File: src/rtl/lnpa_pkg.sv
// Shared constants, request and status codes and the sequencer state type
// for the linked node pool allocator. No dependencies.
package lnpa_pkg;

  localparam int REQ_W      = 3;
  localparam int CNT_W      = 3;
  localparam int STATUS_W   = 2;
  localparam int KEY_PORT_W = 16;
  localparam int VALUE_W    = 32;
  localparam int KEY_FIELDS = 4;
  localparam int KEY_IDX_W  = 2;
  localparam int MAX_FIELDS = 4;
  localparam int CNT_LIMIT  = (MAX_FIELDS < KEY_FIELDS) ? MAX_FIELDS : KEY_FIELDS;

  localparam logic [REQ_W-1:0] REQ_ALLOC = 3'd0;
  localparam logic [REQ_W-1:0] REQ_FREE  = 3'd1;
  localparam logic [REQ_W-1:0] REQ_PUT   = 3'd2;
  localparam logic [REQ_W-1:0] REQ_GET   = 3'd3;
  localparam logic [REQ_W-1:0] REQ_PROBE = 3'd4;

  localparam logic [STATUS_W-1:0] ST_OK        = 2'd0;
  localparam logic [STATUS_W-1:0] ST_SHORT     = 2'd1;
  localparam logic [STATUS_W-1:0] ST_NOT_FOUND = 2'd2;
  localparam logic [STATUS_W-1:0] ST_ZERO      = 2'd3;

  typedef enum logic [3:0] {
    S_CLEAR,
    S_IDLE,
    S_DECODE,
    S_ALLOC,
    S_FREE,
    S_FIND,
    S_COUNT_GO,
    S_COUNT,
    S_DONE
  } state_t;

endpackage

File: src/rtl/lnpa_ram.sv
// Generic simple dual-port RAM: one write port, one read port with a
// registered read. No dependencies.
module lnpa_ram #(
  parameter int WIDTH = 8,
  parameter int DEPTH = 64,
  localparam int AW = $clog2(DEPTH)
) (
  input  logic             clk,
  input  logic             we,
  input  logic [AW-1:0]    waddr,
  input  logic [WIDTH-1:0] wdata,
  input  logic [AW-1:0]    raddr,
  output logic [WIDTH-1:0] rdata
);

  logic [WIDTH-1:0] mem [DEPTH];

  always_ff @(posedge clk) begin
    if (we) begin
      mem[waddr] <= wdata;
    end
    rdata <= mem[raddr];
  end

endmodule

File: src/rtl/lnpa_ctrl.sv
// Request sequencer for the linked node pool allocator: decodes a request,
// walks chains and the free list through the node and value RAMs.
// Depends on lnpa_pkg.
module lnpa_ctrl #(
  parameter int MEM_NODES = 64,
  parameter int KEY_BITS  = 16,
  localparam int ADDR_W = $clog2(MEM_NODES),
  localparam int LINK_W = $clog2(MEM_NODES + 1),
  localparam int KEY_W  = (KEY_BITS < lnpa_pkg::KEY_PORT_W) ? KEY_BITS : lnpa_pkg::KEY_PORT_W,
  localparam int NODE_W = LINK_W + KEY_W
) (
  input  logic                            clk,
  input  logic                            rst,
  input  logic                            in_valid,
  output logic                            in_ready,
  input  logic [lnpa_pkg::REQ_W-1:0]      req_type,
  input  logic [ADDR_W-1:0]               address,
  input  logic [lnpa_pkg::CNT_W-1:0]      field_count,
  input  logic [lnpa_pkg::KEY_PORT_W-1:0] key_0,
  input  logic [lnpa_pkg::KEY_PORT_W-1:0] key_1,
  input  logic [lnpa_pkg::KEY_PORT_W-1:0] key_2,
  input  logic [lnpa_pkg::KEY_PORT_W-1:0] key_3,
  input  logic [lnpa_pkg::KEY_PORT_W-1:0] search_key,
  input  logic signed [lnpa_pkg::VALUE_W-1:0] value_in,
  output logic                            res_valid,
  input  logic                            res_ready,
  output logic [lnpa_pkg::STATUS_W-1:0]   res_status,
  output logic [ADDR_W-1:0]               res_head,
  output logic signed [lnpa_pkg::VALUE_W-1:0] res_value,
  output logic                            res_occupied,
  output logic [LINK_W-1:0]               res_free,
  output logic                            node_we,
  output logic [ADDR_W-1:0]               node_waddr,
  output logic [NODE_W-1:0]               node_wdata,
  output logic [ADDR_W-1:0]               node_raddr,
  input  logic [NODE_W-1:0]               node_rdata,
  output logic                            val_we,
  output logic [ADDR_W-1:0]               val_waddr,
  output logic [lnpa_pkg::VALUE_W-1:0]    val_wdata,
  output logic [ADDR_W-1:0]               val_raddr,
  input  logic [lnpa_pkg::VALUE_W-1:0]    val_rdata
);

  import lnpa_pkg::*;

  localparam logic [LINK_W-1:0] NULL_LINK = LINK_W'(MEM_NODES);

  state_t state, state_next;

  logic [REQ_W-1:0]     req_q;
  logic [ADDR_W-1:0]    addr_q;
  logic [CNT_W-1:0]     cnt_q;
  logic [KEY_W-1:0]     keys_q [KEY_FIELDS];
  logic [KEY_W-1:0]     skey_q;
  logic [VALUE_W-1:0]   value_q;
  logic [LINK_W-1:0]    cur;
  logic [LINK_W-1:0]    steps;
  logic [KEY_IDX_W-1:0] idx;
  logic [LINK_W-1:0]    free_head;
  logic [LINK_W-1:0]    free_total;
  logic [ADDR_W-1:0]    clr;
  logic [STATUS_W-1:0]  status_q;
  logic [ADDR_W-1:0]    head_q;
  logic [VALUE_W-1:0]   vout_q;
  logic                 occ_q;

  logic [LINK_W-1:0] link_rd;
  logic [KEY_W-1:0]  key_rd;
  logic              link_null;
  logic              head_null;
  logic              addr_ok;
  logic [LINK_W-1:0] steps_inc;
  logic              walk_limit;
  logic              alloc_zero;
  logic              alloc_bad;
  logic              alloc_last;
  logic              key_match;
  logic              probe_hit;

  assign link_rd    = node_rdata[NODE_W-1:KEY_W];
  assign key_rd     = node_rdata[KEY_W-1:0];
  assign link_null  = (link_rd >= NULL_LINK);
  assign head_null  = (free_head >= NULL_LINK);
  assign addr_ok    = (LINK_W'(addr_q) < NULL_LINK);
  assign steps_inc  = steps + LINK_W'(1);
  assign walk_limit = (steps_inc == NULL_LINK);
  assign alloc_zero = (cnt_q == '0);
  assign alloc_bad  = (cnt_q > CNT_W'(CNT_LIMIT)) ||
                      ({{LINK_W{1'b0}}, cnt_q} > {{CNT_W{1'b0}}, free_total});
  assign alloc_last = (CNT_W'(idx) == cnt_q - CNT_W'(1));
  assign key_match  = (key_rd == skey_q);
  assign probe_hit  = (req_q == REQ_PROBE) && (cur == LINK_W'(addr_q));

  // Next state.
  always_comb begin
    state_next = state;
    unique case (state)
      S_CLEAR: begin
        if (clr == ADDR_W'(MEM_NODES - 1)) begin
          state_next = S_IDLE;
        end
      end
      S_IDLE: begin
        if (in_valid) begin
          state_next = S_DECODE;
        end
      end
      S_DECODE: begin
        unique case (req_q)
          REQ_ALLOC: state_next = (alloc_zero || alloc_bad) ? S_DONE : S_ALLOC;
          REQ_FREE:  state_next = addr_ok ? S_FREE : S_DONE;
          REQ_PUT, REQ_GET: state_next = addr_ok ? S_FIND : S_DONE;
          REQ_PROBE: state_next = (addr_ok && !head_null) ? S_COUNT : S_DONE;
          default:   state_next = S_DONE;
        endcase
      end
      S_ALLOC: begin
        if (alloc_last) begin
          state_next = S_COUNT_GO;
        end
      end
      S_FREE: begin
        if (link_null) begin
          state_next = S_COUNT_GO;
        end else if (steps == NULL_LINK) begin
          state_next = S_DONE;
        end
      end
      S_FIND: begin
        if (key_match || link_null || walk_limit) begin
          state_next = S_DONE;
        end
      end
      S_COUNT_GO: begin
        state_next = head_null ? S_DONE : S_COUNT;
      end
      S_COUNT: begin
        if (probe_hit || link_null || walk_limit) begin
          state_next = S_DONE;
        end
      end
      S_DONE: begin
        if (res_ready) begin
          state_next = S_IDLE;
        end
      end
      default: state_next = S_IDLE;
    endcase
  end

  // Memory ports and handshake outputs.
  always_comb begin
    node_we    = 1'b0;
    node_waddr = cur[ADDR_W-1:0];
    node_wdata = {link_rd, key_rd};
    node_raddr = link_rd[ADDR_W-1:0];
    val_we     = 1'b0;
    unique case (state)
      S_CLEAR: begin
        node_we    = 1'b1;
        node_waddr = clr;
        node_wdata = {LINK_W'(clr) + LINK_W'(1), {KEY_W{1'b0}}};
      end
      S_DECODE: begin
        node_raddr = (req_q == REQ_ALLOC || req_q == REQ_PROBE) ?
                     free_head[ADDR_W-1:0] : addr_q;
      end
      S_ALLOC: begin
        node_we    = 1'b1;
        node_wdata = {alloc_last ? NULL_LINK : link_rd, keys_q[idx]};
      end
      S_FREE: begin
        node_we    = link_null;
        node_wdata = {free_head, key_rd};
      end
      S_FIND: begin
        val_we = key_match && (req_q == REQ_PUT);
      end
      S_COUNT_GO: begin
        node_raddr = free_head[ADDR_W-1:0];
      end
      default: begin
      end
    endcase
  end

  assign val_raddr    = node_raddr;
  assign val_waddr    = cur[ADDR_W-1:0];
  assign val_wdata    = value_q;
  assign in_ready     = (state == S_IDLE);
  assign res_valid    = (state == S_DONE);
  assign res_status   = status_q;
  assign res_head     = head_q;
  assign res_value    = vout_q;
  assign res_occupied = occ_q;
  assign res_free     = free_total;

  always_ff @(posedge clk) begin
    if (rst) begin
      state      <= S_CLEAR;
      clr        <= '0;
      free_head  <= '0;
      free_total <= NULL_LINK;
    end else begin
      state <= state_next;
      case (state)
        S_CLEAR: begin
          clr <= clr + ADDR_W'(1);
        end
        S_IDLE: begin
          if (in_valid) begin
            req_q     <= req_type;
            addr_q    <= address;
            cnt_q     <= field_count;
            keys_q[0] <= key_0[KEY_W-1:0];
            keys_q[1] <= key_1[KEY_W-1:0];
            keys_q[2] <= key_2[KEY_W-1:0];
            keys_q[3] <= key_3[KEY_W-1:0];
            skey_q    <= search_key[KEY_W-1:0];
            value_q   <= value_in;
          end
        end
        S_DECODE: begin
          status_q <= ST_OK;
          head_q   <= '0;
          vout_q   <= '0;
          occ_q    <= 1'b0;
          steps    <= '0;
          idx      <= '0;
          cur      <= (req_q == REQ_ALLOC || req_q == REQ_PROBE) ?
                      free_head : LINK_W'(addr_q);
          case (req_q)
            REQ_ALLOC: begin
              if (alloc_zero) begin
                status_q <= ST_ZERO;
              end else if (alloc_bad) begin
                status_q <= ST_SHORT;
              end else begin
                head_q <= free_head[ADDR_W-1:0];
              end
            end
            REQ_PUT, REQ_GET: begin
              if (!addr_ok) begin
                status_q <= ST_NOT_FOUND;
              end
            end
            REQ_PROBE: begin
              if (!addr_ok || head_null) begin
                occ_q <= 1'b1;
              end
            end
            default: begin
            end
          endcase
        end
        S_ALLOC: begin
          if (alloc_last) begin
            free_head <= link_rd;
          end else begin
            cur <= link_rd;
            idx <= idx + KEY_IDX_W'(1);
          end
        end
        S_FREE: begin
          if (link_null) begin
            free_head <= LINK_W'(addr_q);
          end else if (steps != NULL_LINK) begin
            cur   <= link_rd;
            steps <= steps_inc;
          end
        end
        S_FIND: begin
          if (key_match) begin
            if (req_q == REQ_GET) begin
              vout_q <= val_rdata;
            end
          end else if (link_null || walk_limit) begin
            status_q <= ST_NOT_FOUND;
          end else begin
            cur   <= link_rd;
            steps <= steps_inc;
          end
        end
        S_COUNT_GO: begin
          cur   <= free_head;
          steps <= '0;
          if (head_null) begin
            free_total <= '0;
          end
        end
        S_COUNT: begin
          if (!probe_hit) begin
            if (link_null || walk_limit) begin
              free_total <= steps_inc;
              if (req_q == REQ_PROBE) begin
                occ_q <= 1'b1;
              end
            end else begin
              cur   <= link_rd;
              steps <= steps_inc;
            end
          end
        end
        default: begin
        end
      endcase
    end
  end

  // The free count can never exceed the pool, whatever shape the links take.
  a_free_bounded: assert property (@(posedge clk) disable iff (rst)
    free_total <= NULL_LINK)
    else $error("free node count exceeds the pool size");

  // Walk step counters stay within one pass over the pool.
  a_steps_bounded: assert property (@(posedge clk) disable iff (rst)
    (state == S_FREE || state == S_FIND || state == S_COUNT) |-> steps <= NULL_LINK)
    else $error("walk ran beyond the pool size");

  // No memory is written while a result is on offer or the block is idle.
  a_no_write_idle: assert property (@(posedge clk) disable iff (rst)
    (state == S_IDLE || state == S_DONE) |-> !node_we && !val_we)
    else $error("memory write outside a request");

  // An accepted word is decoded in the very next cycle.
  a_accept_decode: assert property (@(posedge clk) disable iff (rst)
    in_valid && in_ready |=> state == S_DECODE)
    else $error("accepted word not decoded");

  // A successful allocate hands out the head that the free list had.
  a_alloc_head: assert property (@(posedge clk) disable iff (rst)
    state == S_DECODE && req_q == REQ_ALLOC && !alloc_zero && !alloc_bad
    |=> head_q == $past(free_head[ADDR_W-1:0]))
    else $error("allocated head differs from the free head");

endmodule

File: src/rtl/linked_node_pool_allocator.sv
// Top level of the linked node pool allocator: node and value RAMs, the
// request sequencer and the result register. Depends on lnpa_pkg, lnpa_ram
// and lnpa_ctrl.
//
// The block manages a pool of MEM_NODES nodes, each holding a link, a key and
// a 32-bit value, with the free nodes threaded into a list through the links.
// After reset it sweeps the link RAM into one free list and takes no word
// until that sweep is over. One request is in work at a time; every request
// gives exactly one result word, and the result register lets a new request
// be taken while the previous result waits. Each request passes through
// decode and hand-off plus the walk it needs, which reads one node per cycle
// from the node RAM: an allocate walks field_count free nodes, a free walks
// every node of the chain, put and get walk up to the matching key, and
// probe walks the free list up to the probed address. Allocate and free then
// recount the free list, walking every free node.
module linked_node_pool_allocator #(
  parameter int MEM_NODES = 64,
  parameter int KEY_BITS  = 16,
  localparam int ADDR_W = $clog2(MEM_NODES),
  localparam int LINK_W = $clog2(MEM_NODES + 1)
) (
  input  logic                            clk,
  input  logic                            rst,
  input  logic                            in_valid,
  output logic                            in_ready,
  input  logic [lnpa_pkg::REQ_W-1:0]      req_type,
  input  logic [ADDR_W-1:0]               address,
  input  logic [lnpa_pkg::CNT_W-1:0]      field_count,
  input  logic [lnpa_pkg::KEY_PORT_W-1:0] key_0,
  input  logic [lnpa_pkg::KEY_PORT_W-1:0] key_1,
  input  logic [lnpa_pkg::KEY_PORT_W-1:0] key_2,
  input  logic [lnpa_pkg::KEY_PORT_W-1:0] key_3,
  input  logic [lnpa_pkg::KEY_PORT_W-1:0] search_key,
  input  logic signed [lnpa_pkg::VALUE_W-1:0] value_in,
  output logic                            out_valid,
  input  logic                            out_ready,
  output logic [lnpa_pkg::STATUS_W-1:0]   status,
  output logic [ADDR_W-1:0]               head_address,
  output logic signed [lnpa_pkg::VALUE_W-1:0] value_out,
  output logic                            occupied,
  output logic [LINK_W-1:0]               free_nodes
);

  import lnpa_pkg::*;

  // Keys are held at the narrower of the port width and KEY_BITS.
  localparam int KEY_W  = (KEY_BITS < KEY_PORT_W) ? KEY_BITS : KEY_PORT_W;
  localparam int NODE_W = LINK_W + KEY_W;

  logic                 res_valid;
  logic                 res_ready;
  logic [STATUS_W-1:0]  res_status;
  logic [ADDR_W-1:0]    res_head;
  logic signed [VALUE_W-1:0] res_value;
  logic                 res_occupied;
  logic [LINK_W-1:0]    res_free;

  logic                 node_we;
  logic [ADDR_W-1:0]    node_waddr;
  logic [NODE_W-1:0]    node_wdata;
  logic [ADDR_W-1:0]    node_raddr;
  logic [NODE_W-1:0]    node_rdata;
  logic                 val_we;
  logic [ADDR_W-1:0]    val_waddr;
  logic [VALUE_W-1:0]   val_wdata;
  logic [ADDR_W-1:0]    val_raddr;
  logic [VALUE_W-1:0]   val_rdata;

  // Node RAM: each word is the link in the upper bits and the key below it.
  lnpa_ram #(
    .WIDTH (NODE_W),
    .DEPTH (MEM_NODES)
  ) u_node_ram (
    .clk   (clk),
    .we    (node_we),
    .waddr (node_waddr),
    .wdata (node_wdata),
    .raddr (node_raddr),
    .rdata (node_rdata)
  );

  // Value RAM: read alongside the node RAM so that a get finds the value of
  // the matching node in the same cycle as its key.
  lnpa_ram #(
    .WIDTH (VALUE_W),
    .DEPTH (MEM_NODES)
  ) u_value_ram (
    .clk   (clk),
    .we    (val_we),
    .waddr (val_waddr),
    .wdata (val_wdata),
    .raddr (val_raddr),
    .rdata (val_rdata)
  );

  lnpa_ctrl #(
    .MEM_NODES (MEM_NODES),
    .KEY_BITS  (KEY_BITS)
  ) u_ctrl (
    .clk          (clk),
    .rst          (rst),
    .in_valid     (in_valid),
    .in_ready     (in_ready),
    .req_type     (req_type),
    .address      (address),
    .field_count  (field_count),
    .key_0        (key_0),
    .key_1        (key_1),
    .key_2        (key_2),
    .key_3        (key_3),
    .search_key   (search_key),
    .value_in     (value_in),
    .res_valid    (res_valid),
    .res_ready    (res_ready),
    .res_status   (res_status),
    .res_head     (res_head),
    .res_value    (res_value),
    .res_occupied (res_occupied),
    .res_free     (res_free),
    .node_we      (node_we),
    .node_waddr   (node_waddr),
    .node_wdata   (node_wdata),
    .node_raddr   (node_raddr),
    .node_rdata   (node_rdata),
    .val_we       (val_we),
    .val_waddr    (val_waddr),
    .val_wdata    (val_wdata),
    .val_raddr    (val_raddr),
    .val_rdata    (val_rdata)
  );

  // Result register. The sequencer hands over a result word whenever the
  // register is empty or is being emptied in the same cycle.
  assign res_ready = !out_valid || out_ready;

  always_ff @(posedge clk) begin
    if (rst) begin
      out_valid <= 1'b0;
    end else if (res_valid && res_ready) begin
      out_valid <= 1'b1;
    end else if (out_ready) begin
      out_valid <= 1'b0;
    end
  end

  always_ff @(posedge clk) begin
    if (res_valid && res_ready) begin
      status       <= res_status;
      head_address <= res_head;
      value_out    <= res_value;
      occupied     <= res_occupied;
      free_nodes   <= res_free;
    end
  end

endmodule
File: config.mk
export PLATFORM = sky130hd
export DESIGN_NAME = linked_node_pool_allocator
export DESIGN_NICKNAME = d
export VERILOG_FILES = /design/src/rtl/lnpa_pkg.sv /design/src/rtl/lnpa_ram.sv /design/src/rtl/lnpa_ctrl.sv /design/src/rtl/linked_node_pool_allocator.sv
export SDC_FILE = /design/constraint.sdc
export NUM_CORES = 2
export LEC_CHECK = 0
export ABC_CLOCK_PERIOD_IN_PS = 18280
export BUFFER_PORTS_ARGS = -buffer_cell sky130_fd_sc_hd__buf_2
export CORE_MARGIN = 3
export CORE_UTILIZATION = 55
export CTS_BUF_LIST = sky130_fd_sc_hd__clkbuf_8
export CTS_CLUSTER_DIAMETER = 200
export DETAILED_ROUTE_END_ITERATION = 12
export PLACE_DENSITY_LB_ADDON = 0.1
export SLEW_MARGIN = 15
export SYNTH_ARGS = -nofsm -noshare
export SYNTH_HDL_FRONTEND = slang
export SYNTH_HIERARCHICAL = 1
export SYNTH_SLANG_ARGS = --single-unit
File: constraint.sdc
create_clock -name clk -period 18.28 [get_ports clk]
set_input_delay 0.914 -clock clk [delete_from_list [all_inputs] [get_ports clk]]
set_output_delay 0.914 -clock clk [all_outputs]
set_load 0.1 [all_outputs]
# --- Yosys cells after proc, flatten, opt, wreduce, memory -nomap -nowiden ---
# Memory sizes are Yosys's and may differ from the RTL's. A register that Yosys moved wholly into a read port is not among the register bits.
# Index checks and enable logic that the tools add are counted.
totals:
  mem_count: 3
  mem_bits_ro: 0
  input_bits: 128
  out_inout_bits: 50
  latchBits: 0
  word_cells: 181
  regBits: 190
  ramBits: 3584
mem_list:
  columns: ["memory", "depth", "width", "rd", "rd_ports_with_merged_regs", "wr", "line_no", "rtl"]
  rows:
  - ["u_value_ram.mem", 64, 32, 1, 1, 1, "lnpa_ram.sv:16", "logic [WIDTH-1:0] mem [DEPTH];"]
  - ["u_node_ram.mem", 64, 23, 1, 1, 1, "lnpa_ram.sv:16", null]
  - ["u_ctrl.keys_q", 4, 16, 1, 1, 4, "lnpa_ctrl.sv:53", "logic [KEY_W-1:0] keys_q [KEY_FIELDS];"]
classes:
  div_mod_pow: 0
  bitwise_logic: 2
  addsub: 5
  magnitude_cmp: 4
  n_mul: 0
  n_mux: 68
  eq_ne: 38
  shift: 0
  n_reduce_logical: 39
ops:
  columns: ["operator", "n"]
  rows:
  - ["$mux 7", 18]
  - ["$pmux 23 s3", 1]
  - ["$mux 32", 2]
  - ["$pmux 32 s2", 1]
  - ["$pmux 7 s6", 1]
  - ["$mux 4", 10]
  - ["$pmux 4 s9", 1]
  - ["$pmux 7 s2", 2]
  - ["$pmux 7 s4", 1]
  - ["$ne 2x1->1 const B", 13]
  - ["$mux 1", 17]
  - ["$eq 16x16->1", 1]
  - ["$eq 4x3->1 const B", 4]
  - ["$pmux 4 s4", 1]
  - ["$eq 7x7->1 const B", 2]
  - ["$ge 7x7->1 const B", 2]
  - ["$reduce_and 7->1", 2]
  - ["$mux 2", 6]
  - ["$mux 6", 2]
  - ["$pmux 6 s2", 1]
  - ["$reduce_and 4->1", 3]
  - ["$reduce_bool 2->1", 6]
  - ["$ne 2x2->1 const B", 5]
  - ["$logic_or 1x1->1", 9]
  - ["33 further kinds", 45]

# --- Logic depth before layout (Yosys ltp) ---
depth:
  word_depth: 6
  mapped_depth: 16
  ltp_nobuf: 9

# --- Modules after synthesis ---
# Netlist, hierarchy kept.
by_module_without_submodules:
  columns: ["module", "seq_area_each_um2", "instances", "cells_per_inst", "area_each_um2"]
  rows:
  - ["lnpa_ram (u_value_ram)", 62139.6, 1, 3324, 78515.3]
  - ["lnpa_ram (u_node_ram)", 44662.8, 1, 2458, 56581.8]
  - ["lnpa_ctrl", 5955.7, 1, 659, 9121.2]
  - ["linked_node_pool_allocator", 1461.4, 1, 53, 1496.4]

# --- Worst setup path after synthesis ---
# OpenSTA, ideal clock, no wires.
synth_timing:
  kind: "reg2reg"
  from: "reg u_ctrl.state[0]"
  to: "mem u_node_ram/mem[0][22] (netlist bit) (data pin)"
  path_buffers: 1
  setup_time_ns: 1.008
  path_slack_ns: 12.299
  stages_incl_launch_ff: 5
  arrival_time_ns: 4.972
  required_ns: 17.272
  synth_period_minus_slack_ns: 5.981
  cell_sequence: "dfxtp_1 clkbuf_8 nor2_1 nand2_1 o311ai_0"
synth_between:
  elab_chain_len: 2
  elab_cells_between_ends: 4
  cone_classes: "eq/ne (2); mux (1); reduce/logical (1)"
synth_rtl:
  columns: ["item", "line_no", "rtl"]
  rows:
  - ["start, declared", "lnpa_ctrl.sv:48", "state_t state, state_next;"]
  - ["start signal, assigned", "lnpa_ctrl.sv:205", "state <= state_next;"]
  - ["$eq 4x3->1 (tied with other cells)", "lnpa_ctrl.sv:158", "unique case (state)"]
  - ["$pmux 23 s3 (*)", "lnpa_ctrl.sv:158", null]
  - ["via node_wdata[22]", "linked_node_pool_allocator.sv:60", "logic [NODE_W-1:0] node_wdata;"]
  - ["end, declared", "lnpa_ram.sv:16", null]
# The timed path passes the listed nets; every way through them passes the cells marked *.

# --- Worst setup path after layout ---
layout_timing:
  from: "reg u_ctrl.state[2]"
  to: "reg u_value_ram.rdata[20] (read register of u_value_ram.mem)"
layout_between:
  elab_chain_len: 2
  elab_cells_between_ends: 3
  cone_classes: "eq/ne (2); mux (1)"
layout_rtl:
  columns: ["item", "line_no", "rtl"]
  rows:
  - ["$eq 4x3->1 or $eq 4x2->1 (tied branches)", "lnpa_ctrl.sv:158", null]
  - ["$pmux 6 s2 (*)", "lnpa_ctrl.sv:158", null]
  - ["via node_raddr[0]", "linked_node_pool_allocator.sv:61", "logic [ADDR_W-1:0] node_raddr;"]
  - ["end, declared", "lnpa_ram.sv:13", "output logic [WIDTH-1:0] rdata"]
# Marked as above.
# A chain may end at the register's enable or synchronous reset.

==> summary.md <==
| Metric | Value |
|---|---|
| DR iter-0 viols | `8365` |
| RSZ-0062 raised after global routing | `no` |
| Yosys cell types | `80` |
| Routed WL per cell | `33.7 um` |
| Final Power | `26.8 mW` |
| DR DRC count | `0` |
| Compound-gate portion of the synthesized area | `2.22%` |
| Crit-path max cell delay | `0.94 ns` |
| Insertion delay to the later sink of the worst-skew pair | `1.18 ns` |
| Pins Over Slew Limit | `0` |
| Clk sinks | `3831` |
| Status | `finished, final reports clean` |
| H-tree depth | `6` |
| Worst Hold Depth | `3` |
| Setup CP Type | `flop to flop` |
| Min Clock Period, post-route | `7.32 ns` |
| Hold WC Path Type | `input pin to flop` |
| Post-synthesis async set-or-reset flop share | `0%` |
| Worst vdd ir | `0.218 mV` |
| Combinational Power Share | `33.9%` |
| Antenna Violating Nets Remaining | `0` |
| Die H | `521 um` |
| CTS Buffer Depth | `4` |
| Setup ws final | `10.96 ns` |
| Fin cells | `11300` |
| Routability Congestion | `0.843` |
| Initial Util | `55.4%` |
| Core box area | `0.263 mm^2` |
| Min-delay src | `out_ready` |
| Crit-path leading delay family | `buffers and inverters` |
| Synth Area in XOR/XNOR | `0.228%` |
| P_sw | `9.18 mW` |
| Clock slew at reported path FFs | `0.07 ns` |
| Switching Fraction | `34.3%` |
| Crit-path cells | `clkinv_1 -> o21ai_1 -> mux2i_1 -> a21oi_4 -> buf_4 -> buf_12 -> buf_4 -> buf_4 -> mux4_2 -> nor2b_1 -> a21oi_1 -> a311oi_1 -> nor3_1` |
| Grt total ovfl | `0` |
| Worst Path Buf+Inv | `5` |
| Syn Nets | `6632` |
| DP Worst Slack | `10.89 ns` |
| Clock root buffer | `clkbuf_8` |
| Skew final | `0.0637 ns` |
| P_int | `17.6 mW` |
| Worst-path fanout max | `95` |
| Placed instance area | `0.152 mm^2` |
| Pre-antenna DRT Iters | `10` |
| LEAKAGE | `52.9 nW` |
| Die ar. | `0.271 mm^2` |
| Vias in the first global route | `73700` |
| Seq pwr share | `40.9%` |
| Avg Inst Size Synth | `22.4 um^2` |
| CTS tree | `done` |
| Seq/Total Area, Yosys | `78.4%` |
| Rel. slew slack | `18.6%` |
| Slowest cell on crit path | `buf_4` |
| Hold EP | `out_valid` |
| Yosys Warn Count | `6` |
| WP data required | `19.30 ns` |
| Vias per Instance | `6.34` |
| Post-synthesis mux area share | `15.5%` |
| Die width | `521 um` |
| Clock Power Share | `25.2%` |
| Simple-Gate Fraction of Synth Area | `2.15%` |
| Crit path top cell by count | `buf_4` |
| I/O Buffers | `177` |
| Final TNS setup | `0 ns` |
| P&R area growth vs syn | `12.7%` |
| Final Net Count | `7404` |
| IO Count | `178` |
| Largest net degree at the start of global routing | `125` |
| Initial antenna violation count | `17` |
| #FFs+latches synth | `3831` |
| Rows | `188` |
| Final worst path period share | `40.1%` |
| Vias | `71500` |
| CTS resizes | `0` |
| Hold Fails Final Rpt | `0` |
| Fraction of layout cells with a size suffix above 1 | `29.7%` |
| Mapped Area | `0.146 mm^2` |
| Areal power density over the cells | `163 mW/mm^2` |
| First-pass GRT wire length | `541000 um` |
| Post-synth EDFFs | `3749` |
| Largest family of logic cells by synthesized area | `multiplexers` |
| Maxcap violations | `0` |
| Area contributors post-synth | `edfxtp_1 77%, mux4_2 14%, dfxtp_1 1.1%` |
| Share of the synthesized area in the top cell type | `77.3%` |
| CP Launch Type | `flop` |
| Nature of the critical path endpoint | `flop` |
| Synth area leader | `edfxtp_1` |
| R2R Path End | `u_value_ram/rdata[20]` |
| Post-Route WL | `380000 um` |
| Final instance area | `0.164 mm^2` |
| Dominant synthesized flop cell | `edfxtp_1` |
| Mapped Cells | `6494` |
| Endpoints failing setup | `0` |
| Slew @ Worst Pin | `1.22 ns` |
| Fmax | `0.137 GHz` |
| Crit path arrival time | `8.34 ns` |
| RR Startpoint | `u_ctrl/state[2]` |
| Placed cells | `10000` |
| Post-DP HPWL | `207000 um` |
| FF-to-FF setup slack | `10.96 ns` |
| GRT Resource Usage Total | `28.1%` |
| Reg2Reg Depth | `13` |
| Number of CTS-inserted buffers | `613` |
| Adder-Cell Fraction of Synth Area | `0.0859%` |
metrics by stage:
step	utilization [%]	hold WS, ns
after global routing	62.5	0.0318
after CTS	62.4	0.0102
after detailed placement	57.7	0.405
after global placement	57.7	0.403
final	62.5	0.113
after floorplan	-	0.400
metal layers:
layer / wire length [um] / GRT usage, % / part of all wire [%]
met1: 146000 / 38.2 / 38
met2: 193000 / 46.7 / 51
met3: 28700 / 4.96 / 7.5
met4: 13100 / 9.44 / 3.5
met5: 0 / 0 / 0
power by group through the flow:
| stage | Combinational [mW] | Clock, mW | Sequential (mW) |
|---|---|---|---|
| floorplan | 6.02 | 0 | 11.0 |
| global placement | 9.05 | 0 | 11.1 |
| detailed placement | 9.14 | 0 | 11.1 |
| CTS | 9.17 | 6.86 | 10.9 |
| global route | 9.56 | 7.28 | 10.9 |
| finish | 9.07 | 6.74 | 10.9 |
cell usage in the layout (no fill, tap or decap), types with 127 or more instances in the layout:
cell type | synthesis | routed
mux2i_1 | 155 | 155
buf_2 | 89 | 177
nor2_1 | 256 | 127
edfxtp_1 | 3749 | 3749
inv_1 | 28 | 237
buf_4 | 53 | 211
o22ai_1 | 135 | 134
clkinv_1 | 1 | 127
mux4_2 | 927 | 927
clkbuf_8 | 3 | 643
kinds of logic (layout without fill, tap and decap cells):
group | Yosys count | in the layout
AO/OA/AOI/OAI | 483 | 483
XOR/XNOR | 38 | 38
adder cells (fa/ha/maj) | 10 | 10
buffers and inverters | 394 | 1649
flip-flops | 3831 | 3831
multiplexers | 1101 | 1101
other | 0 | 23
AND/OR/NAND/NOR | 637 | 637
tightest hold or removal path, delay by kind of cell:
kind | cells | cell delay, ns
and+or+nand+nor | 1 | 0.16
buffers and inverters | 1 | 0.08
AOI/OAI and AO/OA | 1 | 0.08
cell usage after synthesis (5+ instances only):
master	count
buf_4	53
xor2_1	12
nand3_1	52
nor3_1	25
buf_6	21
mux2_2	19
a22o_1	17
o21ai_0	26
a21oi_1	131
o22ai_1	135
or2_2	5
buf_2	89
or4_1	9
nor4_1	5
dfxtp_1	82
mux4_2	927
clkbuf_1	165
a222oi_1	11
xnor2_1	26
a22oi_1	58
o221ai_1	41
a211oi_1	13
nor2b_1	20
and3_1	47
mux2i_1	155
ha_1	10
inv_1	28
nand4_1	10
or3b_2	8
a311oi_1	9
nor2_1	256
edfxtp_1	3749
and4_1	16
a41o_1	5
nand3b_1	16
o41ai_1	6
nand2b_1	13
o31ai_1	5
nand2_1	112
buf_1	27
or3_1	11
area by class of cell:
| class | instances | area [um^2] |
|---|---|---|
| Sequential cell | 3831 | 114000 |
| Fill cell | 18300 | 98700 |
| Multi-Input combinational cell | 2269 | 30400 |
| Clock buffer | 643 | 8850 |
| Tap cell | 3515 | 4400 |
| Timing Repair Buffer | 522 | 3920 |
| Clock inverter | 455 | 2310 |
| Inverter | 29 | 110 |
| Antenna cell | 23 | 57.6 |
state kept, by name (all words and copies together), names as in the netlist, 3 cells and up, named ones only:
name / count
value_out: 32
u_ctrl/cur: 7
u_value_ram/mem: 2048
u_ctrl/res_head: 6
u_node_ram/mem: 1472
free_nodes: 7
u_ctrl/state: 4
u_ctrl/keys_q: 64
u_ctrl/cnt_q: 3
u_value_ram/rdata: 32
u_ctrl/val_wdata: 32
u_ctrl/steps: 7
u_ctrl/clr: 6
u_ctrl/addr_q: 6
head_address: 6
u_ctrl/res_value: 32
u_ctrl/req_q: 3
u_node_ram/rdata: 23
u_ctrl/free_head: 7
u_ctrl/skey_q: 16
u_ctrl/res_free: 7
worst max-delay path by stage:
stage                             to       startpoint  cells past startpoint  slack [ns]
2_1_floorplan  u_node_ram/mem[0][22]  u_ctrl/state[0]                      4       12.30
3_3_place_gp   u_value_ram/rdata[20]  u_ctrl/state[2]                     13       11.00
3_5_place_dp   u_value_ram/rdata[20]  u_ctrl/state[2]                     13       10.89
4_1_cts        u_value_ram/rdata[20]  u_ctrl/state[2]                     13       10.88
5_1_grt        u_value_ram/rdata[20]  u_ctrl/state[2]                     13       10.34
6_report       u_value_ram/rdata[20]  u_ctrl/state[2]                     13       10.96
what timing repair did:
action | 4_1_cts | 5_1_grt
endpoints found under the setup margin | 0 | 0
endpoints found under the hold margin | 124 | 0
hold buffers | 124 | 0
buffers inserted | 0 | 0
Note: power is estimated with default switching activity, not from simulation.
